### src/rtl/rts_pkg.sv
// rts_pkg: types, codes and constants of the rtc i2c transaction sequencer
// no dependencies; imported by the channel interfaces and every rtl module

package rts_pkg;

  localparam int unsigned NUM_BYTES      = 7;
  localparam int unsigned IDX_W          = $clog2(NUM_BYTES);
  localparam int unsigned ALARM_BYTES    = 4;

  localparam logic [IDX_W-1:0] LAST_IDX       = IDX_W'(NUM_BYTES - 1);
  localparam logic [IDX_W-1:0] ALARM_LAST_IDX = IDX_W'(ALARM_BYTES - 1);
  localparam logic [IDX_W-1:0] ALARM_VAL_CNT  = IDX_W'(ALARM_BYTES - 1);

  // configuration register indexes
  localparam int unsigned CFG_IDX_W = 1;
  localparam logic [CFG_IDX_W-1:0] REG_WRITE_ADDR = 1'b0;
  localparam logic [CFG_IDX_W-1:0] REG_READ_ADDR  = 1'b1;

  localparam logic [7:0] WRITE_ADDR_RST = 8'hD0;
  localparam logic [7:0] READ_ADDR_RST  = 8'hD1;

  // device register pointers and fixed data bytes
  localparam logic [7:0] PTR_TIME      = 8'h00;
  localparam logic [7:0] PTR_ALARM1    = 8'h07;
  localparam logic [7:0] PTR_CONTROL   = 8'h0E;
  localparam logic [7:0] PTR_STATUS    = 8'h0F;
  localparam logic [7:0] ALARM_MASK    = 8'h7F;
  localparam logic [7:0] ALARM_DAY_ANY = 8'h80;
  localparam logic [7:0] CTRL_VALUE    = 8'b0000_0101;
  localparam logic [7:0] STATUS_CLEAR  = 8'h00;

  // item function codes
  localparam logic FUNC_START = 1'b0;
  localparam logic FUNC_STEP  = 1'b1;

  typedef enum logic [2:0] {
    OP_READ_DT    = 3'd0,
    OP_WRITE_DT   = 3'd1,
    OP_WRITE_AL   = 3'd2,
    OP_CLEAR_AL   = 3'd3,
    OP_WRITE_CTRL = 3'd4,
    OP_NONE       = 3'd7
  } op_e;

  typedef enum logic [2:0] {
    CMD_NONE  = 3'd0,
    CMD_SEND  = 3'd1,
    CMD_START = 3'd2,
    CMD_RACK  = 3'd3,
    CMD_RNACK = 3'd4,
    CMD_STOP  = 3'd5
  } cmd_e;

  typedef enum logic [3:0] {
    PH_IDLE,
    PH_START,
    PH_WADDR,
    PH_SETREG,
    PH_RSTART,
    PH_RADDR,
    PH_RD,
    PH_WR,
    PH_AL,
    PH_ALEND,
    PH_CLR,
    PH_CTRL,
    PH_DONE
  } phase_e;

  typedef struct packed {
    logic       func;
    logic [2:0] op;
    logic [7:0] wr_seconds;
    logic [7:0] wr_minutes;
    logic [7:0] wr_hours;
    logic [7:0] wr_weekday;
    logic [7:0] wr_monthday;
    logic [7:0] wr_month;
    logic [7:0] wr_year;
    logic [7:0] rx_byte;
  } in_item_t;

  typedef struct packed {
    logic [2:0] bus_cmd;
    logic [7:0] tx_byte;
    logic       done_res;
    logic [7:0] rd_seconds;
    logic [7:0] rd_minutes;
    logic [7:0] rd_hours;
    logic [7:0] rd_weekday;
    logic [7:0] rd_monthday;
    logic [7:0] rd_month;
    logic [7:0] rd_year;
  } out_item_t;

endpackage

### src/rtl/rts_if.sv
// rts_if: valid/ready channel interfaces for input and result items
// depends on rts_pkg for the payload structs

interface rts_in_if
  import rts_pkg::*;
();
  logic     valid;
  logic     ready;
  in_item_t payload;

  modport source (output valid, output payload, input ready);
  modport sink   (input valid, input payload, output ready);
endinterface

interface rts_out_if
  import rts_pkg::*;
();
  logic      valid;
  logic      ready;
  out_item_t payload;

  modport source (output valid, output payload, input ready);
  modport sink   (input valid, input payload, output ready);
endinterface

### src/rtl/rts_seq.sv
// rts_seq: phase state, address registers, write/read byte stores and step logic
// depends on rts_pkg; result is combinational and registered by rts_out_reg

module rts_seq
  import rts_pkg::*;
(
  input  logic                 clk_i,
  input  logic                 rst_ni,
  input  logic                 step_i,
  input  in_item_t             item_i,
  input  logic                 cfg_we_i,
  input  logic [CFG_IDX_W-1:0] cfg_idx_i,
  input  logic [7:0]           cfg_wdata_i,
  output out_item_t            res_o
);

  phase_e                          phase_q, phase_d;
  op_e                             op_q, op_d;
  logic [IDX_W-1:0]                idx_q, idx_d;
  logic [7:0]                      waddr_q, raddr_q;
  logic [NUM_BYTES-1:0][7:0]       wv_q, wv_d;
  logic [NUM_BYTES-1:0][7:0]       rv_q, rv_d;
  cmd_e                            cmd;
  logic [7:0]                      tx;
  logic                            done;

  always_comb begin
    phase_d = phase_q;
    op_d    = op_q;
    idx_d   = idx_q;
    wv_d    = wv_q;
    rv_d    = rv_q;
    cmd     = CMD_NONE;
    tx      = '0;
    done    = 1'b0;
    if (step_i) begin
      if (item_i.func == FUNC_START) begin
        // start is dropped while busy or for an unknown operation
        if (phase_q == PH_IDLE && item_i.op <= 3'(OP_WRITE_CTRL)) begin
          op_d    = op_e'(item_i.op);
          wv_d    = {item_i.wr_year, item_i.wr_month, item_i.wr_monthday,
                     item_i.wr_weekday, item_i.wr_hours, item_i.wr_minutes,
                     item_i.wr_seconds};
          phase_d = PH_START;
          cmd     = CMD_START;
        end
      end else begin
        case (phase_q)
          PH_IDLE: begin
          end
          PH_START: begin
            cmd     = CMD_SEND;
            tx      = waddr_q;
            phase_d = PH_WADDR;
          end
          PH_WADDR: begin
            cmd   = CMD_SEND;
            idx_d = '0;
            case (op_q)
              OP_READ_DT: begin
                tx      = PTR_TIME;
                phase_d = PH_SETREG;
              end
              OP_WRITE_DT: begin
                tx      = PTR_TIME;
                phase_d = PH_WR;
              end
              OP_WRITE_AL: begin
                tx      = PTR_ALARM1;
                phase_d = PH_AL;
              end
              OP_CLEAR_AL: begin
                tx      = PTR_STATUS;
                phase_d = PH_CLR;
              end
              OP_WRITE_CTRL: begin
                tx      = PTR_CONTROL;
                phase_d = PH_CTRL;
              end
              default: begin
                cmd     = CMD_NONE;
                phase_d = PH_IDLE;
                op_d    = OP_NONE;
              end
            endcase
          end
          PH_SETREG: begin
            cmd     = CMD_START;
            phase_d = PH_RSTART;
          end
          PH_RSTART: begin
            cmd     = CMD_SEND;
            tx      = raddr_q;
            phase_d = PH_RADDR;
          end
          PH_RADDR: begin
            cmd     = CMD_RACK;
            idx_d   = '0;
            phase_d = PH_RD;
          end
          PH_RD: begin
            rv_d[idx_q] = item_i.rx_byte;
            if (idx_q != LAST_IDX) begin
              cmd   = CMD_RACK;
              idx_d = idx_q + IDX_W'(1);
            end else begin
              cmd     = CMD_RNACK;
              phase_d = PH_DONE;
            end
          end
          PH_WR: begin
            cmd = CMD_SEND;
            tx  = wv_q[idx_q];
            if (idx_q != LAST_IDX) begin
              idx_d = idx_q + IDX_W'(1);
            end else begin
              phase_d = PH_DONE;
            end
          end
          PH_AL: begin
            cmd   = CMD_SEND;
            // three masked time bytes, then the day byte that matches any day
            tx    = (idx_q < ALARM_VAL_CNT) ? (wv_q[idx_q] & ALARM_MASK) : ALARM_DAY_ANY;
            idx_d = idx_q + IDX_W'(1);
            if (idx_q == ALARM_LAST_IDX) begin
              phase_d = PH_ALEND;
            end
          end
          PH_ALEND: begin
            // chain straight into the control register write
            op_d    = OP_WRITE_CTRL;
            phase_d = PH_START;
            cmd     = CMD_START;
          end
          PH_CLR: begin
            cmd     = CMD_SEND;
            tx      = STATUS_CLEAR;
            phase_d = PH_DONE;
          end
          PH_CTRL: begin
            cmd     = CMD_SEND;
            tx      = CTRL_VALUE;
            phase_d = PH_DONE;
          end
          PH_DONE: begin
            cmd     = CMD_STOP;
            done    = 1'b1;
            phase_d = PH_IDLE;
            op_d    = OP_NONE;
          end
          default: begin
            phase_d = PH_IDLE;
            op_d    = OP_NONE;
          end
        endcase
      end
    end
  end

  always_comb begin
    res_o.bus_cmd     = cmd;
    res_o.tx_byte     = tx;
    res_o.done_res    = done;
    res_o.rd_seconds  = rv_d[0];
    res_o.rd_minutes  = rv_d[1];
    res_o.rd_hours    = rv_d[2];
    res_o.rd_weekday  = rv_d[3];
    res_o.rd_monthday = rv_d[4];
    res_o.rd_month    = rv_d[5];
    res_o.rd_year     = rv_d[6];
  end

  always_ff @(posedge clk_i or negedge rst_ni) begin
    if (!rst_ni) begin
      phase_q <= PH_IDLE;
      op_q    <= OP_NONE;
      idx_q   <= '0;
      rv_q    <= '0;
      waddr_q <= WRITE_ADDR_RST;
      raddr_q <= READ_ADDR_RST;
    end else begin
      phase_q <= phase_d;
      op_q    <= op_d;
      idx_q   <= idx_d;
      rv_q    <= rv_d;
      if (cfg_we_i && cfg_idx_i == REG_WRITE_ADDR) begin
        waddr_q <= cfg_wdata_i;
      end
      if (cfg_we_i && cfg_idx_i == REG_READ_ADDR) begin
        raddr_q <= cfg_wdata_i;
      end
    end
  end

  // write bytes are loaded by every start before use
  always_ff @(posedge clk_i) begin
    wv_q <= wv_d;
  end

endmodule

### src/rtl/rts_out_reg.sv
// rts_out_reg: result register between the step logic and the result channel
// depends on rts_pkg for the result struct

module rts_out_reg
  import rts_pkg::*;
(
  input  logic      clk_i,
  input  logic      rst_ni,
  input  logic      load_i,
  input  out_item_t res_i,
  input  logic      out_ready_i,
  output logic      out_valid_o,
  output out_item_t out_item_o,
  output logic      in_ready_o
);

  logic      valid_q, valid_d;
  out_item_t item_q;

  // a held result leaves in the same cycle a new one is loaded
  assign in_ready_o = !valid_q || out_ready_i;
  assign valid_d    = load_i || (valid_q && !out_ready_i);

  always_ff @(posedge clk_i or negedge rst_ni) begin
    if (!rst_ni) begin
      valid_q <= 1'b0;
    end else begin
      valid_q <= valid_d;
    end
  end

  always_ff @(posedge clk_i) begin
    if (load_i) begin
      item_q <= res_i;
    end
  end

  assign out_valid_o = valid_q;
  assign out_item_o  = item_q;

endmodule

### src/rtl/rtc_i2c_transaction_sequencer.sv
// rtc_i2c_transaction_sequencer: top level of the i2c rtc byte sequencer
// depends on rts_pkg, rts_if, rts_seq and rts_out_reg
//
//   channel   dir  handshake     payload
//   in_ch     in   valid/ready   in_item_t  (func, op, seven write bytes, rx_byte)
//   out_ch    out  valid/ready   out_item_t (bus_cmd, tx_byte, done_res, seven read bytes)
//   cfg       in   cfg_we_i      cfg_idx_i selects write or read address, cfg_wdata_i
//
// every item gives exactly one result, in the cycle after acceptance, from the output register
// one item per cycle unless out_ch stalls a held result: the step logic is a single phase transition plus a byte select
// in_ch.ready is low only while a result waits in the output register and out_ch is stalled
// reset clears phase, operation, read bytes and the output valid; addresses go to 0xD0/0xD1

module rtc_i2c_transaction_sequencer
  import rts_pkg::*;
(
  input  logic                 clk_i,
  input  logic                 rst_ni,
  rts_in_if.sink               in_ch,
  rts_out_if.source            out_ch,
  input  logic                 cfg_we_i,
  input  logic [CFG_IDX_W-1:0] cfg_idx_i,
  input  logic [7:0]           cfg_wdata_i
);

  logic      in_ready;
  logic      accept;
  out_item_t res;

  assign in_ch.ready = in_ready;
  assign accept      = in_ch.valid && in_ready;

  // state update and result computation for the accepted item
  rts_seq u_seq (
    .clk_i       (clk_i),
    .rst_ni      (rst_ni),
    .step_i      (accept),
    .item_i      (in_ch.payload),
    .cfg_we_i    (cfg_we_i),
    .cfg_idx_i   (cfg_idx_i),
    .cfg_wdata_i (cfg_wdata_i),
    .res_o       (res)
  );

  // result register, decouples the two channels
  rts_out_reg u_out_reg (
    .clk_i       (clk_i),
    .rst_ni      (rst_ni),
    .load_i      (accept),
    .res_i       (res),
    .out_ready_i (out_ch.ready),
    .out_valid_o (out_ch.valid),
    .out_item_o  (out_ch.payload),
    .in_ready_o  (in_ready)
  );

endmodule

### src/flat_wrapper.sv
// flat-port wrapper written by rule: the top's interface ports become plain ports
module rtc_i2c_transaction_sequencer_flat import rts_pkg::*;
  (clk_i, rst_ni, cfg_we_i, cfg_idx_i, cfg_wdata_i, in_ch_valid, in_ch_payload, in_ch_ready, out_ch_valid, out_ch_payload, out_ch_ready);
  rts_in_if in_ch_i ();
  rts_out_if out_ch_i ();
  input  logic clk_i;
  input  logic rst_ni;
  input  logic cfg_we_i;
  input  logic [CFG_IDX_W-1:0] cfg_idx_i;
  input  logic [7:0] cfg_wdata_i;
  input wire logic [$bits(in_ch_i.valid)-1:0] in_ch_valid;
  input wire logic [$bits(in_ch_i.payload)-1:0] in_ch_payload;
  output wire logic [$bits(in_ch_i.ready)-1:0] in_ch_ready;
  output wire logic [$bits(out_ch_i.valid)-1:0] out_ch_valid;
  output wire logic [$bits(out_ch_i.payload)-1:0] out_ch_payload;
  input wire logic [$bits(out_ch_i.ready)-1:0] out_ch_ready;
  assign in_ch_i.valid = in_ch_valid;
  assign in_ch_i.payload = in_ch_payload;
  assign in_ch_ready = in_ch_i.ready;
  assign out_ch_valid = out_ch_i.valid;
  assign out_ch_payload = out_ch_i.payload;
  assign out_ch_i.ready = out_ch_ready;
  rtc_i2c_transaction_sequencer u_core (.clk_i(clk_i), .rst_ni(rst_ni), .in_ch(in_ch_i), .out_ch(out_ch_i), .cfg_we_i(cfg_we_i), .cfg_idx_i(cfg_idx_i), .cfg_wdata_i(cfg_wdata_i));
endmodule
### config.mk
export PLATFORM = sky130hd
export DESIGN_NAME = rtc_i2c_transaction_sequencer_flat
export DESIGN_NICKNAME = d
export VERILOG_FILES = /design/src/rtl/rts_pkg.sv /design/src/rtl/rts_if.sv /design/src/rtl/rts_seq.sv /design/src/rtl/rts_out_reg.sv /design/src/rtl/rtc_i2c_transaction_sequencer.sv /design/src/flat_wrapper.sv
export SDC_FILE = /design/constraint.sdc
export NUM_CORES = 1
export LEC_CHECK = 0
export BUFFER_PORTS_ARGS = -buffer_cell sky130_fd_sc_hd__buf_4
export CAP_MARGIN = 25
export CORE_MARGIN = 5
export CORE_UTILIZATION = 30
export DETAILED_ROUTE_END_ITERATION = 10
export GPL_ROUTABILITY_DRIVEN = 0
export SLEW_MARGIN = 15
export SYNTH_ARGS = -nofsm -noshare
export SYNTH_HDL_FRONTEND = slang
export SYNTH_SLANG_ARGS = --single-unit
### constraint.sdc
create_clock -name clk_i -period 14.75 [get_ports clk_i]
set_input_delay 2.95 -clock clk_i [delete_from_list [all_inputs] [get_ports clk_i]]
set_output_delay 2.95 -clock clk_i [all_outputs]
set_load 0.05 [all_outputs]
# Word level (Yosys, flattened, before mapping)
# Cells that the tools add are included.
[word_totals]
regBits = 207
inputBits = 82
output_inout_bits = 70
elab_cells = 115
[classes]
addsub = 1
magnitude_cmp = 4
eq_ne = 24
n_mux = 29
n_bitwise = 2
reduce_logical = 25
[ops]
columns = ["operator", "n"]
rows = [
  ["$mux 56", 3],
  ["$bwmux 56", 1],
  ["$pmux 8 s6", 1],
  ["$pmux 4 s10", 1],
  ["$bmux 8 s3", 1],
  ["$demux 8 s3", 1],
  ["$mux 8", 3],
  ["$eq 4x4->1 const B", 5],
  ["$pmux 4 s5", 1],
  ["$mux 3", 6],
  ["$pmux 3 s3", 2],
  ["$pmux 3 s6", 1],
  ["$eq 4x3->1 const B", 4],
  ["$mux 4", 4],
  ["$ne 3x3->1 const B", 4],
  ["$pmux 4 s3", 1],
  ["$reduce_or 10->1", 1],
  ["$eq 3x2->1 const B", 3],
  ["$eq 4x2->1 const B", 2],
  ["$reduce_and 4->1", 2],
  ["$reduce_or 2->1", 4],
  ["$logic_and 1x1->1", 6],
  ["$reduce_or 6->1", 1],
  ["$reduce_and 5->1", 1],
  ["21 further kinds", 26],
]

# Longest topological paths before layout
# Gate-level depths: netlist (run 1).
[depth]
ltp_word = 8
ltp_mapped = 9
mapped_depth_nobuf = 7

# Modules after synthesis
# Synthesis (run 1) repeated with hierarchy kept, for this count alone.
[unflattened]
hier_cells = 509
hier_area_um2 = 8170.3
[modules_own_cells]
columns = ["mod", "instances", "cells_per_inst", "area_per_inst_um2", "seq_area_each_um2"]
rows = [
  ["rts_seq", 1, 437, 6074.6, 3746.1],
  ["rts_out_reg", 1, 71, 2089.5, 2067.0],
  ["rtc_i2c_transaction_sequencer", 1, 1, 6.3, 0.0],
]

# Worst setup path before layout (run 1)
# No wires, ideal clock.
[synth_timing]
path_type = "input to register"
from = "in out_ch_ready"
to = "reg u_core.u_seq.phase_q[0]"
setup_time_ns = 0.127
t_arrival_ns = 8.746
required_time_ns = 14.623
slack_ns = 5.878
stages = 5
n_path_buf = 0
cell_sequence = "nand2b_1 -> nand2_1 -> nor3b_1 -> nor2_1 -> mux2_2"
[synth_via]
elab_chain_len = 3
[synth_lines]
columns = ["element", "line_no", "rtl"]
rows = [
  ["from (decl)", "flat_wrapper.sv:16", "input wire logic [$bits(out_ch_i.ready)-1:0] out_ch_ready;"],
  ["$logic_or 1x1->1", "rts_out_reg.sv:21", "assign in_ready_o = !valid_q || out_ready_i;"],
  ["$logic_and 1x1->1", "rtc_i2c_transaction_sequencer.sv:31", "assign accept = in_ch.valid && in_ready;"],
  ["$reduce_and 5->1 (no source line)", "n/a", ""],
  ["to (signal assigned)", "rts_seq.sv:182", "phase_q <= phase_d;"],
  ["to (decl)", "rts_seq.sv:17", "phase_e phase_q, phase_d;"],
]
# No other way between the ends.
# A chain may end at the register's enable or synchronous reset.

# Final worst setup path (run 1)
[layout_timing]
from = "in out_ch_ready"
to = "out in_ch_ready"
[layout_via]
elab_chain_len = 1
[layout_lines]
columns = ["element", "line_no", "rtl"]
rows = [
  ["$logic_or 1x1->1", "rts_out_reg.sv:21", ""],
  ["to (decl)", "flat_wrapper.sv:13", "output wire logic [$bits(in_ch_i.ready)-1:0] in_ch_ready;"],
]
# No other way between the ends.

==> out/results.tsv, run 1 <==
metric	value	unit
antenna cells	0	
synth-to-layout area growth	27.18	%
DRT Pass-1 Iters	4	
multiplexer share of the synthesized area	13.16	%
relative max-transition margin	38.96	%
hold depth	1	
first-pass GRT wire length	29070	um
H-Tree Depth	1	
initial antenna violation count	0	
RSZ-0062 raised after global routing	no	
largest cells by area after synthesis	edfxtp_1 (46%), dfrtp_1 (23%), mux2_2 (10%)	
Die Ht	174.5	um
drt drc	0	
Max Used Layer	met4	
hpwl dp	12640	um
Req. time, crit path	11800	ps
wire per inst	18.36	um
post-synthesis cell count	498	
XOR/XNOR Fraction of Synth Area	0	%
CTS Buffer Depth	3	
post-cts hold buffer count	0	
Combinational Power Share	20.1	%
Tcrit/Tclk final	43.99	%
reg-to-reg endpoint	u_core.u_out_reg.out_item_o[10]	
DRT antenna net count	0	
routed vias	4784	
Clock Sink Count	207	
clk_skew	5.294	ps
max_cap viols	0	
synthesized cell area	8117	um^2
cell area after layout	10320	um^2
final count of hold timing violations	0	
Max Fclk	154.1	MHz
TritonCTS clock tree	yes	
leak pwr	4.148	nW
outcome	finished, final reports clean	
most common cell after layout, fill and taps aside	buf_4	
CTS Buf Count	22	
post-place instance area	9632	um^2
library cells used by synthesis	59	
aggregate global routing overflow	0	
CP startpoint	out_ch_ready	
initial core utilization	30.28	%
final net count	744	
Seq cells post-synth	207	
Final Setup Violations	0	
Worst-path clk slew	60	ps
Min-Delay Path Class	reg2reg	
Reg2Reg Depth	3	
largest family of logic cells by synthesized area	multiplexers	
sequential share of the synthesized area	71.62	%
# resized after CTS	0	
hold_sp	u_core.u_seq.rv_q[14]	
Synthesized Nets	583	
flop2flop setup slack	11860	ps
largest net degree at the start of global routing	63	
top cell type's share of synthesized area	45.88	%
syn avg cell area	16.30	um^2
area share of fa/ha/maj cells after synthesis	0.4625	%
Internal Pwr Total	1.102	mW
WL met2	8811	um
Max FO, Critical Path	6	
most frequent cells in the layout	buf_4 (157), edfxtp_1 (124), mux2_2 (73), dfrtp_1 (73), nand2_1 (27)	
Die Width	174.5	um
Async S/R FF share, synth	40.10	%
worst reg2reg startpoint	u_core.u_seq.idx_q[0]	
clock share of power	33.4	%
Starting DRT DRC Count	273	
Met3 Wirelength	1230	um
crit path DAT	3540	ps
Tot Pwr	1.569	mW
clk_lat worst skew	490	ps
buffers added on ports	151	
Final min period	6488	ps
Final Util	38.52	%
DRT met1 WL	8204	um
pwr/cell area	152.0	nW/um^2
most common flop cell mapped by yosys	edfxtp_1	
GRT Overall Usage	11.98	%
Top Ports	152	
Root Driver	clkbuf_16	
Switching Fraction	29.76	%
drt via density	4.709	
worst setup path class	in2out	
largest area contributor in the synthesized netlist	edfxtp_1	
Critical Path Source Type	primary input	
postcts setup bufs	0	
Simple-Gate Fraction of Synth Area	6.444	%
fin. max-slew vios	0	
aggregate routed wire length	18660	um
layout cells sized above 1	42.81	%
num rows	60	
Worst VDD drop	0.08903	mV
Reg power frac	46.5	%
Compound-Gate Fraction of Synth Area	6.814	%
Ys Warns	0	
Core ar.	26800	um^2
TNS Setup	0	ps
number of flops mapped to enable cells by yosys	124	
vias in the first global route	5039	
Worst Max-Slew Pin Slew	908.7	ps
sw power	466.8	uW
Endpoint, Worst Hold	u_core.u_seq.rv_q[14]	
Crit. End Element	output pin	
die footprint	30450	um^2
-- synth_stat cells, types with 9 or more instances --
master    number
edfxtp_1     124
dfrtp_1       73
mux2_2        73
nand2_1       27
a21oi_1       19
o21ai_0       16
o211ai_1      14
nor2_1        12
clkbuf_1      10
dfstp_2       10
mux2i_1       10
nand3_1        9
nor2b_1        9
-- power groups by stage --
stage | clock network (mW) | registers [mW] | logic [mW]
final | 0.524 | 0.730 | 0.315
after floorplan | 0 | 0.752 | 0.204
after global placement | 0 | 0.741 | 0.314
after detailed placement | 0 | 0.741 | 0.316
after global routing | 0.563 | 0.738 | 0.345
after CTS | 0.543 | 0.730 | 0.317
-- metrics by stage --
step	setup slack [ps]	hold WS [ps]	std cells
floorplan	5878	450.3	498
global route	8210	506.2	1016
detailed placement	8260	475.5	976
CTS	8257	489.2	1016
finish	8262	492.2	1016
global placement	8279	461.1	976
-- layout make-up --
type | instances | area (um^2)
fillers | 2544 | 16480
flip-flops and latches | 207 | 5813
inverters | 7 | 26.28
multi-input cells | 264 | 2187
repair buffers | 157 | 1179
clock buffers | 32 | 619.3
well taps | 341 | 426.7
clock inverters | 8 | 71.32
-- critical path, stage by stage --
cell	delay (ps)
buf_4	100
nand2b_1	240
buf_4	250
-- worst max path at each step --
stage	endpoint	cells past startpoint
2_1_floorplan	u_core.u_seq.phase_q[0]	5
3_3_place_gp	in_ch_ready	3
3_5_place_dp	in_ch_ready	3
4_1_cts	in_ch_ready	3
5_1_grt	in_ch_ready	3
6_report	in_ch_ready	3
-- cell families (layout without fill, tap and decap cells) --
family,after synthesis,after routing
flip-flops,207,207
multiplexers,90,90
AND/OR/NAND/NOR,88,88
AO/OA/AOI/OAI,83,83
buffers and inverters,27,204
adder cells (fa/ha/maj),3,3
-- registers in the layout, indices dropped and copies added (netlist names) --
name                          flops
u_core.u_seq.waddr_q              8
u_core.u_seq.raddr_q              8
u_core.u_out_reg.out_item_o      68
u_core.u_seq.rv_q                56
u_core.u_seq.phase_q              4
u_core.u_seq.wv_q                56
u_core.u_out_reg.out_valid_o      1
u_core.u_seq.op_q                 3
u_core.u_seq.idx_q                3
-- layer usage --
metal	vias to the layer above	global-route usage, %
met5	-	0
met4	0	3.068
met3	27	2.980
met2	157	19.23
met1	2368	16.35
li1	2232	-
No activity file was read; power rests on OpenSTA's default activity.
==> run 2: changes to the inputs <==
Clock period 14.75 ns to 5.48 ns, I/O delays scaled along.
==> out/results.tsv, run 2 (synthesis results as in run 1) <==
metric	value	unit
drt via density	4.696	
H-Tree Depth	1	
wire per inst	18.37	um
Final Util	38.65	%
routed vias	4766	
Max FO, Critical Path	47	
drt drc	0	
Root Driver	clkbuf_16	
slowest library cell on the worst path	buf_4	
initial antenna violation count	2	
aggregate routed wire length	18640	um
Top Ports	152	
Tcrit/Tclk final	53.18	%
flop2flop setup slack	2570	ps
hpwl dp	12990	um
relative max-transition margin	47.65	%
Die Ht	174.5	um
buffers added on ports	151	
most frequent cells in the layout	buf_4 (156), edfxtp_1 (124), mux2_2 (73), dfrtp_1 (73), nand2_1 (27)	
outcome	finished, final reports clean	
Reg2Reg Depth	4	
die footprint	30450	um^2
clk_skew	10.86	ps
final count of hold timing violations	0	
crit path DAT	3030	ps
Critical Path Source Type	flop	
final net count	744	
CTS Buf Count	23	
leak pwr	4.177	nW
worst path cell trace	nor2_1, and3_1, nor3b_4, buf_4	
DRT antenna net count	0	
hold_sp	u_core.u_seq.rv_q[14]	
Min-Delay Path Class	reg2reg	
Req. time, crit path	5600	ps
aggregate global routing overflow	0	
worst reg2reg startpoint	u_core.u_seq.phase_q[0]	
GRT Overall Usage	12.00	%
Final Setup Violations	0	
TritonCTS clock tree	yes	
largest net degree at the start of global routing	54	
Core ar.	26800	um^2
Final min period	2914	ps
TNS Setup	0	ps
# resized after CTS	0	
Die Width	174.5	um
reg-to-reg endpoint	u_core.u_seq.wv_q[0]	
CTS Buffer Depth	3	
hold depth	1	
Clock Sink Count	207	
postcts setup bufs	0	
pwr/cell area	413.8	nW/um^2
Worst-path clk slew	60	ps
layout cells sized above 1	43.09	%
RSZ-0062 raised after global routing	no	
crit-path max cell delay	610	ps
synth-to-layout area growth	27.61	%
Starting DRT DRC Count	360	
max_cap viols	0	
DRT Pass-1 Iters	4	
Worst VDD drop	0.2414	mV
max FFs per register	68	
Crit. End Element	flop	
vias in the first global route	5082	
fin. max-slew vios	0	
clk_lat worst skew	490	ps
num rows	60	
Endpoint, Worst Hold	u_core.u_seq.rv_q[14]	
most common cell after layout, fill and taps aside	buf_4	
post-cts hold buffer count	0	
initial core utilization	30.28	%
worst setup path class	reg2reg	
Max Fclk	343.2	MHz
first-pass GRT wire length	29090	um
Worst Max-Slew Pin Slew	785.3	ps
run 2: cell count changes in the layout (fill, tap and decap cells not counted), sizes merged:
cell / previous run / this run
diode: 0 / 1
buf: 157 / 156
bufinv: 1 / 2
clkinvlp: 2 / 0
clkinv: 5 / 4
inv: 7 / 8
run 2: how the worst max path moves through the flow:
| stage | to | start | slack (ps) | cells after the start |
|---|---|---|---|---|
| 4_1_cts | u_core.u_out_reg.out_item_o[28] | u_core.u_seq.idx_q[0] | 2510 | 3 |
| 3_3_place_gp | u_core.u_seq.wv_q[32] | in_ch_payload[64] | 2160 | 5 |
| 6_report | u_core.u_seq.wv_q[0] | u_core.u_seq.phase_q[0] | 2570 | 4 |
| 3_5_place_dp | u_core.u_seq.wv_q[48] | in_ch_payload[64] | 2180 | 5 |
| 2_1_floorplan | u_core.u_seq.phase_q[0] | out_ch_ready | 590 | 5 |
| 5_1_grt | u_core.u_seq.wv_q[0] | u_core.u_seq.phase_q[0] | 2370 | 4 |
run 2: worst max-delay path: cells and delay by family (launching register included):
family                 cells  cell delay, ps
buffers and inverters      1             610
DFF                        1             600
and+or+nand+nor            3            1300
run 2: routing by layer:
layer | part of all wire (%) | track usage (%) | up-vias | wire length [um]
li1 | - | - | 2224 | -
met1 | 45 | 16.59 | 2373 | 8353
met2 | 47 | 18.71 | 142 | 8679
met3 | 6.7 | 3.393 | 25 | 1245
met4 | 1.8 | 3.068 | 2 | 343
met5 | 0.11 | 0 | - | 20
run 2: where the power goes:
| group | switching (mW) | internal, mW | total [mW] |
|---|---|---|---|
| clock | 0.568 | 0.902 | 1.47 |
| sequential | 0.168 | 1.81 | 1.98 |
| combinational | 0.515 | 0.321 | 0.836 |
| total | 1.25 | 3.04 | 4.29 |
run 2: metrics by stage:
step                area (um^2)  power [mW]  hold slack [ps]  std cells  setup slack [ps]
detailed placement         9630       2.853            475.4        975              2179
CTS                       10350       4.352            488.2       1014              2505
global route              10360       4.515            505.7       1015              2366
global placement           9630       2.848            462.2        975              2162
floorplan                  8122       2.571            450.3        498             588.4
finish                    10360       4.286            491.8       1015              2566
run 2: area by class of cell:
class / count / area, um^2
clock inverter: 7 / 85.08
fill: 2508 / 16440
inverter: 7 / 26.28
multi-input combinational: 264 / 2193
sequential: 207 / 5813
clock buffer: 32 / 639.4
antenna: 1 / 2.502
tap: 341 / 426.7
timing repair buffer: 156 / 1171
